[config.mk]
export PLATFORM = sky130hd
export DESIGN_NAME = block_crc_symbol_framer
export DESIGN_NICKNAME = d
export VERILOG_FILES = /design/src/rtl/bcsf_pkg.sv /design/src/rtl/block_crc_symbol_framer.sv /design/src/rtl/bcsf_ingress.sv /design/src/rtl/bcsf_framer.sv /design/src/rtl/bcsf_egress.sv
export VERILOG_INCLUDE_DIRS = /design/src /design/src/rtl
export SDC_FILE = /design/constraint.sdc
export NUM_CORES = 1
export LEC_CHECK = 0
export ABC_AREA = 1
export BUFFER_PORTS_ARGS = -buffer_cell sky130_fd_sc_hd__buf_4
export CAP_MARGIN = 0
export CORE_MARGIN = 2
export CORE_UTILIZATION = 57
export DETAILED_ROUTE_END_ITERATION = 12
export PLACE_DENSITY = 0.86
export SYNTH_ARGS = -nofsm -noshare
export SYNTH_HDL_FRONTEND = slang
export SYNTH_SLANG_ARGS = --single-unit
[constraint.sdc]
create_clock -name clock -period 2.2 [get_ports clock]
set_input_delay 0.11 -clock clock [delete_from_list [all_inputs] [get_ports clock]]
set_output_delay 0.11 -clock clock [all_outputs]
set_load 0.01 [all_outputs]
[src/rtl/block_crc_symbol_framer_macros.svh]
// ----------------------------------------------------------------------------
// block crc symbol framer assertion macros
// shared assertion wrappers, compiled out when SYNTH is defined
// ----------------------------------------------------------------------------
`ifndef BLOCK_CRC_SYMBOL_FRAMER_MACROS_SVH
`define BLOCK_CRC_SYMBOL_FRAMER_MACROS_SVH

`ifndef SYNTH

// same-cycle implication, checked outside reset
`define BCSF_ASSERT_IMP(label, ante, cons, msg) \
   label: assert property (@(posedge clock) disable iff (reset) (ante) |-> (cons)) \
      else $error(msg);

// next-cycle implication, checked outside reset
`define BCSF_ASSERT_NXT(label, ante, cons, msg) \
   label: assert property (@(posedge clock) disable iff (reset) (ante) |=> (cons)) \
      else $error(msg);

`else

`define BCSF_ASSERT_IMP(label, ante, cons, msg)
`define BCSF_ASSERT_NXT(label, ante, cons, msg)

`endif

`endif

[src/rtl/bcsf_pkg.sv]
// ----------------------------------------------------------------------------
// bcsf_pkg
// types, constants and framing functions for the block crc symbol framer
// ----------------------------------------------------------------------------
package bcsf_pkg;

   localparam int POS_W = 7;
   localparam logic [POS_W-1:0] BLOCK_BYTES = 7'd64;
   localparam logic [7:0] CRC_POLY = 8'h07;
   localparam logic [2:0] PAD_MARK = 3'h4;

   localparam logic REQ_DATA  = 1'b0;
   localparam logic REQ_FLUSH = 1'b1;

   typedef struct packed {
      logic       req_type;
      logic [7:0] data_byte;
   } item_type;

   typedef struct packed {
      logic [3:0] high;
      logic [3:0] mid;
      logic [3:0] low;
   } sym3_type;

   typedef struct packed {
      logic [1:0] byte_count;
      sym3_type   sym_a;
      sym3_type   sym_b;
      logic       last;
   } result_type;

   typedef struct packed {
      logic             flushing;
      logic             take;
      logic [POS_W-1:0] block_pos;
   } fstat_type;

   // crc-8, msb first, no final xor
   function automatic logic [7:0] crc_update(input logic [7:0] crc, input logic [7:0] b);
      logic [7:0] c;
      c = crc ^ b;
      for (int i = 0; i < 8; i++) begin
         if (c[7]) begin
            c = {c[6:0], 1'b0} ^ CRC_POLY;
         end else begin
            c = {c[6:0], 1'b0};
         end
      end
      return c;
   endfunction

   // chunk bits reversed onto 3..1, clock bit on 0
   function automatic logic [3:0] make_nibble(input logic [2:0] chunk, input logic par);
      return {chunk[0], chunk[1], chunk[2], par};
   endfunction

   // par is the parity of the byte position, which equals that of its first symbol
   function automatic sym3_type frame_byte(input logic [7:0] b, input logic mark,
                                           input logic par);
      sym3_type   s;
      logic [2:0] m;
      m = mark ? PAD_MARK : 3'd0;
      s.high = make_nibble({1'b0, b[7:6]} | m, par);
      s.mid  = make_nibble(b[5:3] | m, ~par);
      s.low  = make_nibble(b[2:0] | m, par);
      return s;
   endfunction

endpackage

[src/rtl/block_crc_symbol_framer.sv]
// ----------------------------------------------------------------------------
// block_crc_symbol_framer
// frames data bytes into crc-8 protected blocks of 4-bit port symbols
// ----------------------------------------------------------------------------
// Each data byte becomes three port nibbles (bits 7..6, 5..3, 2..0), chunk
// bits reversed onto nibble bits 3..1 and a toggling clock bit on bit 0.
// After 64 data bytes a crc-8 byte (poly 0x07, init 0) closes the block.
// A flush request appends the crc of a partial block, then zero pad bytes
// up to 65 bytes, the first pad byte marked with 0x04 in every chunk; the
// final response of a flush has tlast set. A response carries one or two
// framed bytes. A data byte gives one response, so the block sustains one
// data transaction per clock unless a flush runs or the response stalls.
// A flush gives ceil((65 - n) / 2) responses (n = bytes pending in the
// block, 33 when the block is empty), one per cycle from the flush
// sequencer unless the response stalls; no new request is consumed until
// the last is loaded. Input register, framing logic, response register.
// ----------------------------------------------------------------------------
module block_crc_symbol_framer
   import bcsf_pkg::*;
(
   input  logic        clock,
   input  logic        reset,
   // request channel
   input  logic        req_tvalid,
   output logic        req_tready,
   input  logic [7:0]  req_tdata,   // [7:0] data_byte
   input  logic        req_tuser,   // [0] req_type
   // response channel
   output logic        rsp_tvalid,
   input  logic        rsp_tready,
   output logic [31:0] rsp_tdata,   // [1:0] byte_count, [5:2] sym_a_high,
                                    // [9:6] sym_a_mid, [13:10] sym_a_low,
                                    // [17:14] sym_b_high, [21:18] sym_b_mid,
                                    // [25:22] sym_b_low, [31:26] zero
   output logic        rsp_tlast    // last
);

`include "block_crc_symbol_framer_macros.svh"

   item_type   req_item;
   item_type   item;
   logic       item_valid;
   logic       out_ready;
   logic       res_valid;
   result_type res;
   result_type rsp_res;
   fstat_type  stat;

   // unpack request transaction
   assign req_item.req_type  = req_tuser;
   assign req_item.data_byte = req_tdata;

   // input register, frees up as soon as the framer consumes the item
   bcsf_ingress u_ingress (
      .clock      (clock),
      .reset      (reset),
      .req_tvalid (req_tvalid),
      .req_tready (req_tready),
      .req_item   (req_item),
      .take       (stat.take),
      .item_valid (item_valid),
      .item       (item)
   );

   // block state, crc and flush sequencing
   bcsf_framer u_framer (
      .clock      (clock),
      .reset      (reset),
      .item_valid (item_valid),
      .item       (item),
      .out_ready  (out_ready),
      .res_valid  (res_valid),
      .res        (res),
      .stat       (stat)
   );

   // response register
   bcsf_egress u_egress (
      .clock      (clock),
      .reset      (reset),
      .res_valid  (res_valid),
      .res        (res),
      .out_ready  (out_ready),
      .rsp_tvalid (rsp_tvalid),
      .rsp_tready (rsp_tready),
      .rsp_res    (rsp_res)
   );

   // pack response transaction, lowest field first
   assign rsp_tdata = {6'd0,
                       rsp_res.sym_b.low, rsp_res.sym_b.mid, rsp_res.sym_b.high,
                       rsp_res.sym_a.low, rsp_res.sym_a.mid, rsp_res.sym_a.high,
                       rsp_res.byte_count};
   assign rsp_tlast = rsp_res.last;

   // ------------------------------------------------------------------------
   // assertions
   // ------------------------------------------------------------------------

   // no request consumed while the pad sequence is running
   `BCSF_ASSERT_IMP(a_no_take_in_flush, stat.flushing, !stat.take, "item taken during flush")

   // block position never reaches the block length
   `BCSF_ASSERT_IMP(a_pos_in_range, 1'b1, stat.block_pos < BLOCK_BYTES, "block position overflow")

   // a single-byte response carries an empty second byte
   `BCSF_ASSERT_IMP(a_single_b_zero, rsp_tvalid && (rsp_tdata[1:0] == 2'd1),
                    rsp_tdata[25:14] == 12'd0, "second byte not cleared")

   // a loaded final flush response ends the flush sequence
   `BCSF_ASSERT_NXT(a_last_ends_flush, res_valid && out_ready && res.last,
                    !stat.flushing && (stat.block_pos == '0), "flush did not end")

endmodule

[src/rtl/bcsf_ingress.sv]
// ----------------------------------------------------------------------------
// bcsf_ingress
// input register stage holding one request transaction
// ----------------------------------------------------------------------------
module bcsf_ingress
   import bcsf_pkg::*;
(
   input  logic     clock,
   input  logic     reset,
   input  logic     req_tvalid,
   output logic     req_tready,
   input  item_type req_item,
   input  logic     take,
   output logic     item_valid,
   output item_type item
);

   logic     valid_ff, valid_in;
   item_type item_ff, item_in;
   logic     accept;

   assign req_tready = !valid_ff || take;
   assign accept     = req_tvalid && req_tready;

   always_comb begin
      valid_in = valid_ff;
      item_in  = item_ff;
      if (accept) begin
         valid_in = 1'b1;
         item_in  = req_item;
      end else if (take) begin
         valid_in = 1'b0;
      end
   end

   always_ff @(posedge clock) begin
      if (reset) begin
         valid_ff <= 1'b0;
      end else begin
         valid_ff <= valid_in;
      end
      item_ff <= item_in;
   end

   assign item_valid = valid_ff;
   assign item       = item_ff;

endmodule

[src/rtl/bcsf_framer.sv]
// ----------------------------------------------------------------------------
// bcsf_framer
// block position, running crc, flush sequencer and symbol framing
// ----------------------------------------------------------------------------
module bcsf_framer
   import bcsf_pkg::*;
(
   input  logic       clock,
   input  logic       reset,
   input  logic       item_valid,
   input  item_type   item,
   input  logic       out_ready,
   output logic       res_valid,
   output result_type res,
   output fstat_type  stat
);

   logic [POS_W-1:0] k_ff, k_in;
   logic [7:0]       crc_ff, crc_in;
   logic             flush_ff, flush_in;
   logic [POS_W-1:0] fp_ff, fp_in;
   logic             crc_pend_ff, crc_pend_in;
   logic             mark_pend_ff, mark_pend_in;

   logic [POS_W-1:0] pos0;
   logic             crc_pend, mark_pend, is_flush, load, take;
   logic [7:0]       crc_next;
   logic             blk_done, two, fl_last;
   logic [7:0]       b0, b1;
   logic             m0, m1;

   assign pos0      = flush_ff ? fp_ff : k_ff;
   assign crc_pend  = flush_ff ? crc_pend_ff : (k_ff != '0);
   assign mark_pend = flush_ff ? mark_pend_ff : (k_ff == '0);
   assign is_flush  = flush_ff || (item.req_type == REQ_FLUSH);
   assign crc_next  = crc_update(crc_ff, item.data_byte);
   assign blk_done  = (k_ff == BLOCK_BYTES - 7'd1);
   assign fl_last   = (pos0 >= BLOCK_BYTES - 7'd1);

   assign res_valid = flush_ff || item_valid;
   assign load      = res_valid && out_ready;
   assign take      = item_valid && !flush_ff && out_ready;

   always_comb begin
      if (is_flush) begin
         b0  = crc_pend ? crc_ff : 8'd0;
         m0  = !crc_pend && mark_pend;
         b1  = 8'd0;
         m1  = crc_pend;
         two = (pos0 < BLOCK_BYTES);
      end else begin
         b0  = item.data_byte;
         m0  = 1'b0;
         b1  = crc_next;
         m1  = 1'b0;
         two = blk_done;
      end
      res.byte_count = two ? 2'd2 : 2'd1;
      res.sym_a      = frame_byte(b0, m0, pos0[0]);
      res.sym_b      = two ? frame_byte(b1, m1, ~pos0[0]) : '0;
      res.last       = is_flush && fl_last;
   end

   always_comb begin
      k_in         = k_ff;
      crc_in       = crc_ff;
      flush_in     = flush_ff;
      fp_in        = fp_ff;
      crc_pend_in  = crc_pend_ff;
      mark_pend_in = mark_pend_ff;
      if (load) begin
         if (is_flush) begin
            if (fl_last) begin
               flush_in = 1'b0;
               k_in     = '0;
               crc_in   = '0;
            end else begin
               flush_in     = 1'b1;
               fp_in        = pos0 + 7'd2;
               crc_pend_in  = 1'b0;
               mark_pend_in = 1'b0;
            end
         end else begin
            k_in   = blk_done ? '0 : k_ff + 7'd1;
            crc_in = blk_done ? '0 : crc_next;
         end
      end
   end

   always_ff @(posedge clock) begin
      if (reset) begin
         k_ff         <= '0;
         crc_ff       <= '0;
         flush_ff     <= 1'b0;
         crc_pend_ff  <= 1'b0;
         mark_pend_ff <= 1'b0;
      end else begin
         k_ff         <= k_in;
         crc_ff       <= crc_in;
         flush_ff     <= flush_in;
         crc_pend_ff  <= crc_pend_in;
         mark_pend_ff <= mark_pend_in;
      end
      fp_ff <= fp_in;
   end

   assign stat.flushing  = flush_ff;
   assign stat.take      = take;
   assign stat.block_pos = k_ff;

endmodule

[src/rtl/bcsf_egress.sv]
// ----------------------------------------------------------------------------
// bcsf_egress
// result register toward the response channel
// ----------------------------------------------------------------------------
module bcsf_egress
   import bcsf_pkg::*;
(
   input  logic       clock,
   input  logic       reset,
   input  logic       res_valid,
   input  result_type res,
   output logic       out_ready,
   output logic       rsp_tvalid,
   input  logic       rsp_tready,
   output result_type rsp_res
);

   logic       valid_ff, valid_in;
   result_type res_ff, res_in;

   assign out_ready = !valid_ff || rsp_tready;

   always_comb begin
      valid_in = valid_ff;
      res_in   = res_ff;
      if (res_valid && out_ready) begin
         valid_in = 1'b1;
         res_in   = res;
      end else if (rsp_tready) begin
         valid_in = 1'b0;
      end
   end

   always_ff @(posedge clock) begin
      if (reset) begin
         valid_ff <= 1'b0;
      end else begin
         valid_ff <= valid_in;
      end
      res_ff <= res_in;
   end

   assign rsp_tvalid = valid_ff;
   assign rsp_res    = res_ff;

endmodule
==> impl_metrics.toml, run 1 <==
[route]
wl_per_cell_um = 13.0
route.top_layer_used = "met4"
firstDrtPassIters = 5
drt_iter0_drc = 229
route.met2.wl_um = 2830
wl_met1_um = 2700
vias = 2484
viasPerCell = 5.16
wl_met3_um = 547
ant_nets = 0
drc = 0
routed_wl_um = 6270

[power_and_ir_drop]
clkPwrFrac_pct = 30.9
switching_share_pct = 30.1
pwr-share-seq_pct = 45.1
pwr-share-comb_pct = 24.0
p_sw_uw = 934
p_int_mw = 2.17
p_leak_nw = 1.66
power-per-cell-area_nw_per_um2 = 807
power.total_mw = 3.10
vdd_ir_drop_max_v = 0.000441

[global_route]
antenna_found_initial = 0
grt_pass1_vias = 2229
grt_max_degree = 31
track_usage_pct = 22.1
overflow = 0
grt_pass1_wl_um = 10300

[synth]
netlist_area_um2 = 3200
synth-edff-count = 41
yosysSeqAreaShare_pct = 49.7
ys_warn_count = 0
syn_inst = 344
async_flop_share_pct = 0
synth_ff_type = "edfxtp_1"
syn_avg_cell_area_um2 = 9.30
ys_ff_latch = 59
synth_cell_types = 34

[setup_path]
crit_required_ns = 2.25
crit_top_cell = "nand2_1"
cp_num_buf_inv = 3
cp_slowest_cell = "dfxtp_1"
critPathKind = "flip-flop to flip-flop"
worstPathMaxFanout = 10
worst_path_largest_cell_delay_ns = 0.48
arrival_ns = 2.00
crit_path_end_kind = "flip-flop"
cp_cell_sequence = "inv_2, nand2_1, nand2_1, ha_1, inv_1, nor2_2, nand3_2, nand4_4, nor2_1, buf_4"
crit_path_start_kind = "flip-flop"
crit_family = "simple AND/OR/NAND/NOR gates"

[finish]
fillers = 418
diodes = 0
drive_gt1_share_pct = 26.9
final_nets = 420
syn_to_final_growth_pct = 20.2

[sta]
rsz0062_at_grt = "no"
hold_viol = 0
finalWorstPathRequiredPeriod_ns = 1.95
slew_violations = 0
finalSetupTns_ns = 0
relSlewSlack_pct = 35.5
tightestPinTransition_ns = 0.964
timing.final.crit_share_pct = 88.4
setup_viol = 0
max_freq_mhz = 514
fin_skew_ns = 0.00962

[die]
std_cell_rows = 27
dieWidth_um = 78.9
die_area_um2 = 6230
start_util_pct = 58.5
ioPinCount = 48
die_h_um = 78.9
coreArea_um2 = 5470

[outcome]
outcome = "finished, final reports clean"

[clocking]
cts_num_sinks = 59
worstSkewPairLatency_ns = 0.34
clk_pin_slew_ns = 0.06
cts_buffer_depth = 2
cts_setup_buffers = 0
cts_tree = "yes"
root_buffer = "clkbuf_8"
htree_num_levels = 3
numCtsBuffers = 9

[place]
dp_hpwl_um = 4500
portBuffers = 41
gp_congestion = 0.927

[job]
maxCapViolCount = 0

[min_path]
hp-class = "input port to flip-flop"
[cells in the mapped netlist (4+ instances only)]
cell type	count	share of area, %
nand3_2	11	3.4
nand2_4	6	2.1
nand3_1	23	3.6
buf_4	8	1.9
nor2_1	29	3.4
xnor2_1	6	1.6
nand2_1	89	10
o21ai_0	6	0.94
a21oi_1	8	1.3
nand2_2	8	1.6
inv_1	36	4.2
xor2_1	10	2.7
nor2_2	4	0.78
edfxtp_1	41	38
dfxtp_1	18	11
o21ai_2	11	3.0
[path summary, 6_finish.rpt]
kind | from | endpoint | slack [ns] | depth (start not counted)
worst max-delay path | u_framer.flush_ff | u_framer.fp_ff[3] | 0.25 | 10
worst min register to register | u_framer.crc_ff[1] | u_framer.crc_ff[1] | 0.50 | 2
worst min-delay path | req_tvalid | u_ingress.item_valid | 0.04 | 3
worst max register to register | u_framer.flush_ff | u_framer.fp_ff[3] | 0.25 | 10
[state kept, by name, indices dropped and copies added, names as in the netlist]
register and count:
u_framer.fp_ff 7, u_framer.k_ff 7, u_egress.rsp_res 25, u_ingress.item 9
u_ingress.item_valid 1, u_egress.rsp_tvalid 1, u_framer.flush_ff 1, u_framer.crc_ff 8
[layer usage]
metal,up-vias,GRT usage [%]
li1,1233,-
met5,-,0
met2,116,34.1
met3,17,6.70
met1,1118,29.1
met4,0,9.31
[through the flow]
step                      setup WS (ns)  utilization [%]  hold slack [ns]  cells  area [um^2]
final                             0.254             70.3           0.0427    481         3840
after global routing             0.0824             70.3           0.0489    481         3840
after CTS                         0.263             70.3           0.0279    481         3840
after detailed placement          0.274             64.9            0.290    455         3550
after global placement            0.312             64.9            0.288    455         3550
after floorplan                   0.173                -            0.179    349         3220
[power groups by stage]
stage	Clock [mW]	Combinational [mW]	Sequential [mW]
6_report	0.958	0.745	1.40
5_1_grt	1.02	0.819	1.41
4_1_cts	0.973	0.740	1.40
3_5_place_dp	0	0.722	1.42
3_3_place_gp	0	0.709	1.42
2_1_floorplan	0	0.478	1.45
[layout by cell type (no fill, tap or decap), types with 4 or more instances in the layout]
cell type	count
buf_4	46
xnor2_1	6
nand2_4	6
conb_1	6
nand3_1	23
o21ai_2	11
dlygate4sd3_1	10
nand2_1	89
nor2_1	29
nand2_2	8
clkbuf_8	10
nor2_2	4
o21ai_0	6
xor2_1	10
inv_1	36
dfxtp_1	18
edfxtp_1	41
nand3_2	11
a21oi_1	8
[cell families (layout without fill, tap and decap cells)]
| kind of cell | Yosys count | after routing | share of synthesized area (%) |
|---|---|---|---|
| and+or+nand+nor | 178 | 178 | 27.9 |
| AOI/OAI and AO/OA | 36 | 36 | 8.41 |
| xor gates and xnor gates | 16 | 16 | 4.38 |
| other | 1 | 6 | 0.117 |
| DFF | 59 | 59 | 49.7 |
| buffers and inverters | 51 | 111 | 8.25 |
| adders and majority gates | 3 | 3 | 1.17 |
[area by class of cell]
class	instances	area, um^2	share of cell area [%]
flip-flops and latches	59	1590	41.4
multi-input cells	239	1360	35.4
repair buffers	57	465	12.1
inverters	38	143	3.71
clock buffers	10	138	3.58
well taps	72	90.1	2.34
clock inverters	6	55.1	1.43
[tightest hold or removal path, cell delays in order]
cell     delay, ns
buf_4         0.11
inv_1         0.06
a21oi_1       0.06
[timing repair]
item                       in CTS  in global routing
resized for setup               0                  0
hold buffers                   10                  0
setup endpoints to repair       0                  0
hold endpoints to repair       11                  0
Note: power is estimated with default switching activity, not from simulation.
==> inputs of run 2 (changes only) <==
- CORE_MARGIN: 2 -> 1
- RECOVER_POWER: unset -> 50
==> run 2 against run 1 <==
Effect of this change: maximum frequency decreased by 2.3%; wire length increased by 2.2%; critical endpoint is now u_framer.k_ff[6]; flip-flop and latch count unchanged; setup slack got worse by 0.045 ns; design area decreased by 3.7%; combinational power decreased by 7.1%; via count about the same; first-iteration DRC count decreased by 2.6%.
==> impl_metrics.toml, run 2 (synthesis results as in run 1) <==
[place]
placed_area_um2 = 3560
dp_hpwl_um = 4600
portBuffers = 41
gp_congestion = 0.944
post-place-ws_ns = 0.223
dp.cells = 454

[die]
ioPinCount = 48
die_h_um = 76.9
die_area_um2 = 5920
start_util_pct = 60.7
dieWidth_um = 76.9
coreArea_um2 = 5270
std_cell_rows = 26

[route]
drt_iter0_drc = 223
firstDrtPassIters = 6
routed_wl_um = 6410
viasPerCell = 5.18
drc = 0
wl_per_cell_um = 13.3
vias = 2485
ant_nets = 0

[sta]
hold_slack_ns = 0.0568
timing.final.crit_share_pct = 90.5
finalSetupTns_ns = 0
setup_viol = 0
finalWorstPathRequiredPeriod_ns = 1.99
relSlewSlack_pct = 36.9
hold_viol = 0
rsz0062_at_grt = "no"
fin_skew_ns = 0.00852
tightestPinTransition_ns = 0.943
slew_violations = 0
layout_setup_ws_ns = 0.209
max_freq_mhz = 502

[clocking]
root_buffer = "clkbuf_8"
numCtsBuffers = 9
cts_setup_buffers = 0
cts_buffer_depth = 2
cts_tree = "yes"
cts_num_sinks = 59
htree_num_levels = 3
clk_pin_slew_ns = 0.06
worstSkewPairLatency_ns = 0.33

[global_route]
overflow = 0
grt_max_degree = 31
track_usage_pct = 23.1
antenna_found_initial = 0
grt_pass1_wl_um = 10400
grt_pass1_vias = 2198

[finish]
final_nets = 421
syn_to_final_growth_pct = 15.8
diodes = 0
layout.cells.non_filler = 480
largest_reg_flops = 25
stdcell_area_um2 = 3700
final_core_util_pct = 70.3
final_common_cell = "nand2_1"
layout_common_cells = "nand2_1 (89), edfxtp_1 (41), inv_1 (37)"
drive_gt1_share_pct = 19.0

[setup_path]
critPathKind = "flip-flop to flip-flop"
worstPathMaxFanout = 14
crit_path_end_kind = "flip-flop"
crit_family = "simple AND/OR/NAND/NOR gates"
cp_num_buf_inv = 3
crit_required_ns = 2.42
arrival_ns = 2.21
cp_cell_sequence = "buf_4, nand2_1, o21ai_1, ha_2, inv_1, nor2_2, nand3_2, nand4_4, nand2_4, o21ai_0, inv_1"
worst_path_largest_cell_delay_ns = 0.39
cp_slowest_cell = "dfxtp_1"
crit_top_cell = "inv_1"
crit_path_start_kind = "flip-flop"

[job]
maxCapViolCount = 0

[power_and_ir_drop]
power.total_mw = 2.91
vdd_ir_drop_max_v = 0.000377
power-per-cell-area_nw_per_um2 = 787
p_leak_nw = 1.54

[outcome]
outcome = "finished, final reports clean"

[min_path]
hp-class = "input port to flip-flop"
[run 2: cell count changes in the layout (fill, tap and decap cells not counted), sizes merged]
cell | previous run | this run
buf | 47 | 11
bufinv | 1 | 0
clkbuf | 10 | 52
clkinv | 5 | 2
clkinvlp | 1 | 0
[run 2: routing by layer]
| metal | GRT usage [%] | vias to the layer above | share of wire [%] |
|---|---|---|---|
| li1 | - | 1237 | - |
| met1 | 32.1 | 1133 | 46 |
| met2 | 35.4 | 107 | 46 |
| met3 | 5.60 | 8 | 7.6 |
| met4 | 7.50 | 0 | 1.1 |
| met5 | 0 | - | 0 |
[run 2: area by class of cell]
cell class | instances | area (um^2)
timing repair buffer | 58 | 368
clock inverter | 1 | 3.75
fill | 409 | 1570
inverter | 38 | 143
clock buffer | 15 | 156
multi-input combinational | 239 | 1350
tap | 70 | 87.6
sequential | 59 | 1590
[run 2: final timing paths]
path	startpoint	endpoint	slack, ns	depth (start not counted)
worst max-delay path	u_framer.flush_ff	u_framer.k_ff[6]	0.21	11
worst min register to register	u_framer.crc_ff[5]	u_framer.crc_ff[5]	0.50	2
worst min-delay path	req_tvalid	u_ingress.item_valid	0.06	3
worst max register to register	u_framer.flush_ff	u_framer.k_ff[6]	0.21	11
[run 2: tightest hold or removal path, cell delays in order]
cell	delay, ns
buf_4	0.11
inv_1	0.06
a21oi_1	0.06
[run 2: repair_timing]
item | in CTS | in global routing
hold buffers | 10 | 0
gates resized for setup | 0 | 1
hold endpoints to repair | 11 | 0
setup endpoints to repair | 0 | 1
[run 2: where the power goes]
group	switching (mW)	total [mW]	internal [mW]
clock	0.390	0.828	0.439
sequential	0.0553	1.39	1.34
combinational	0.458	0.692	0.234
total	0.903	2.91	2.01
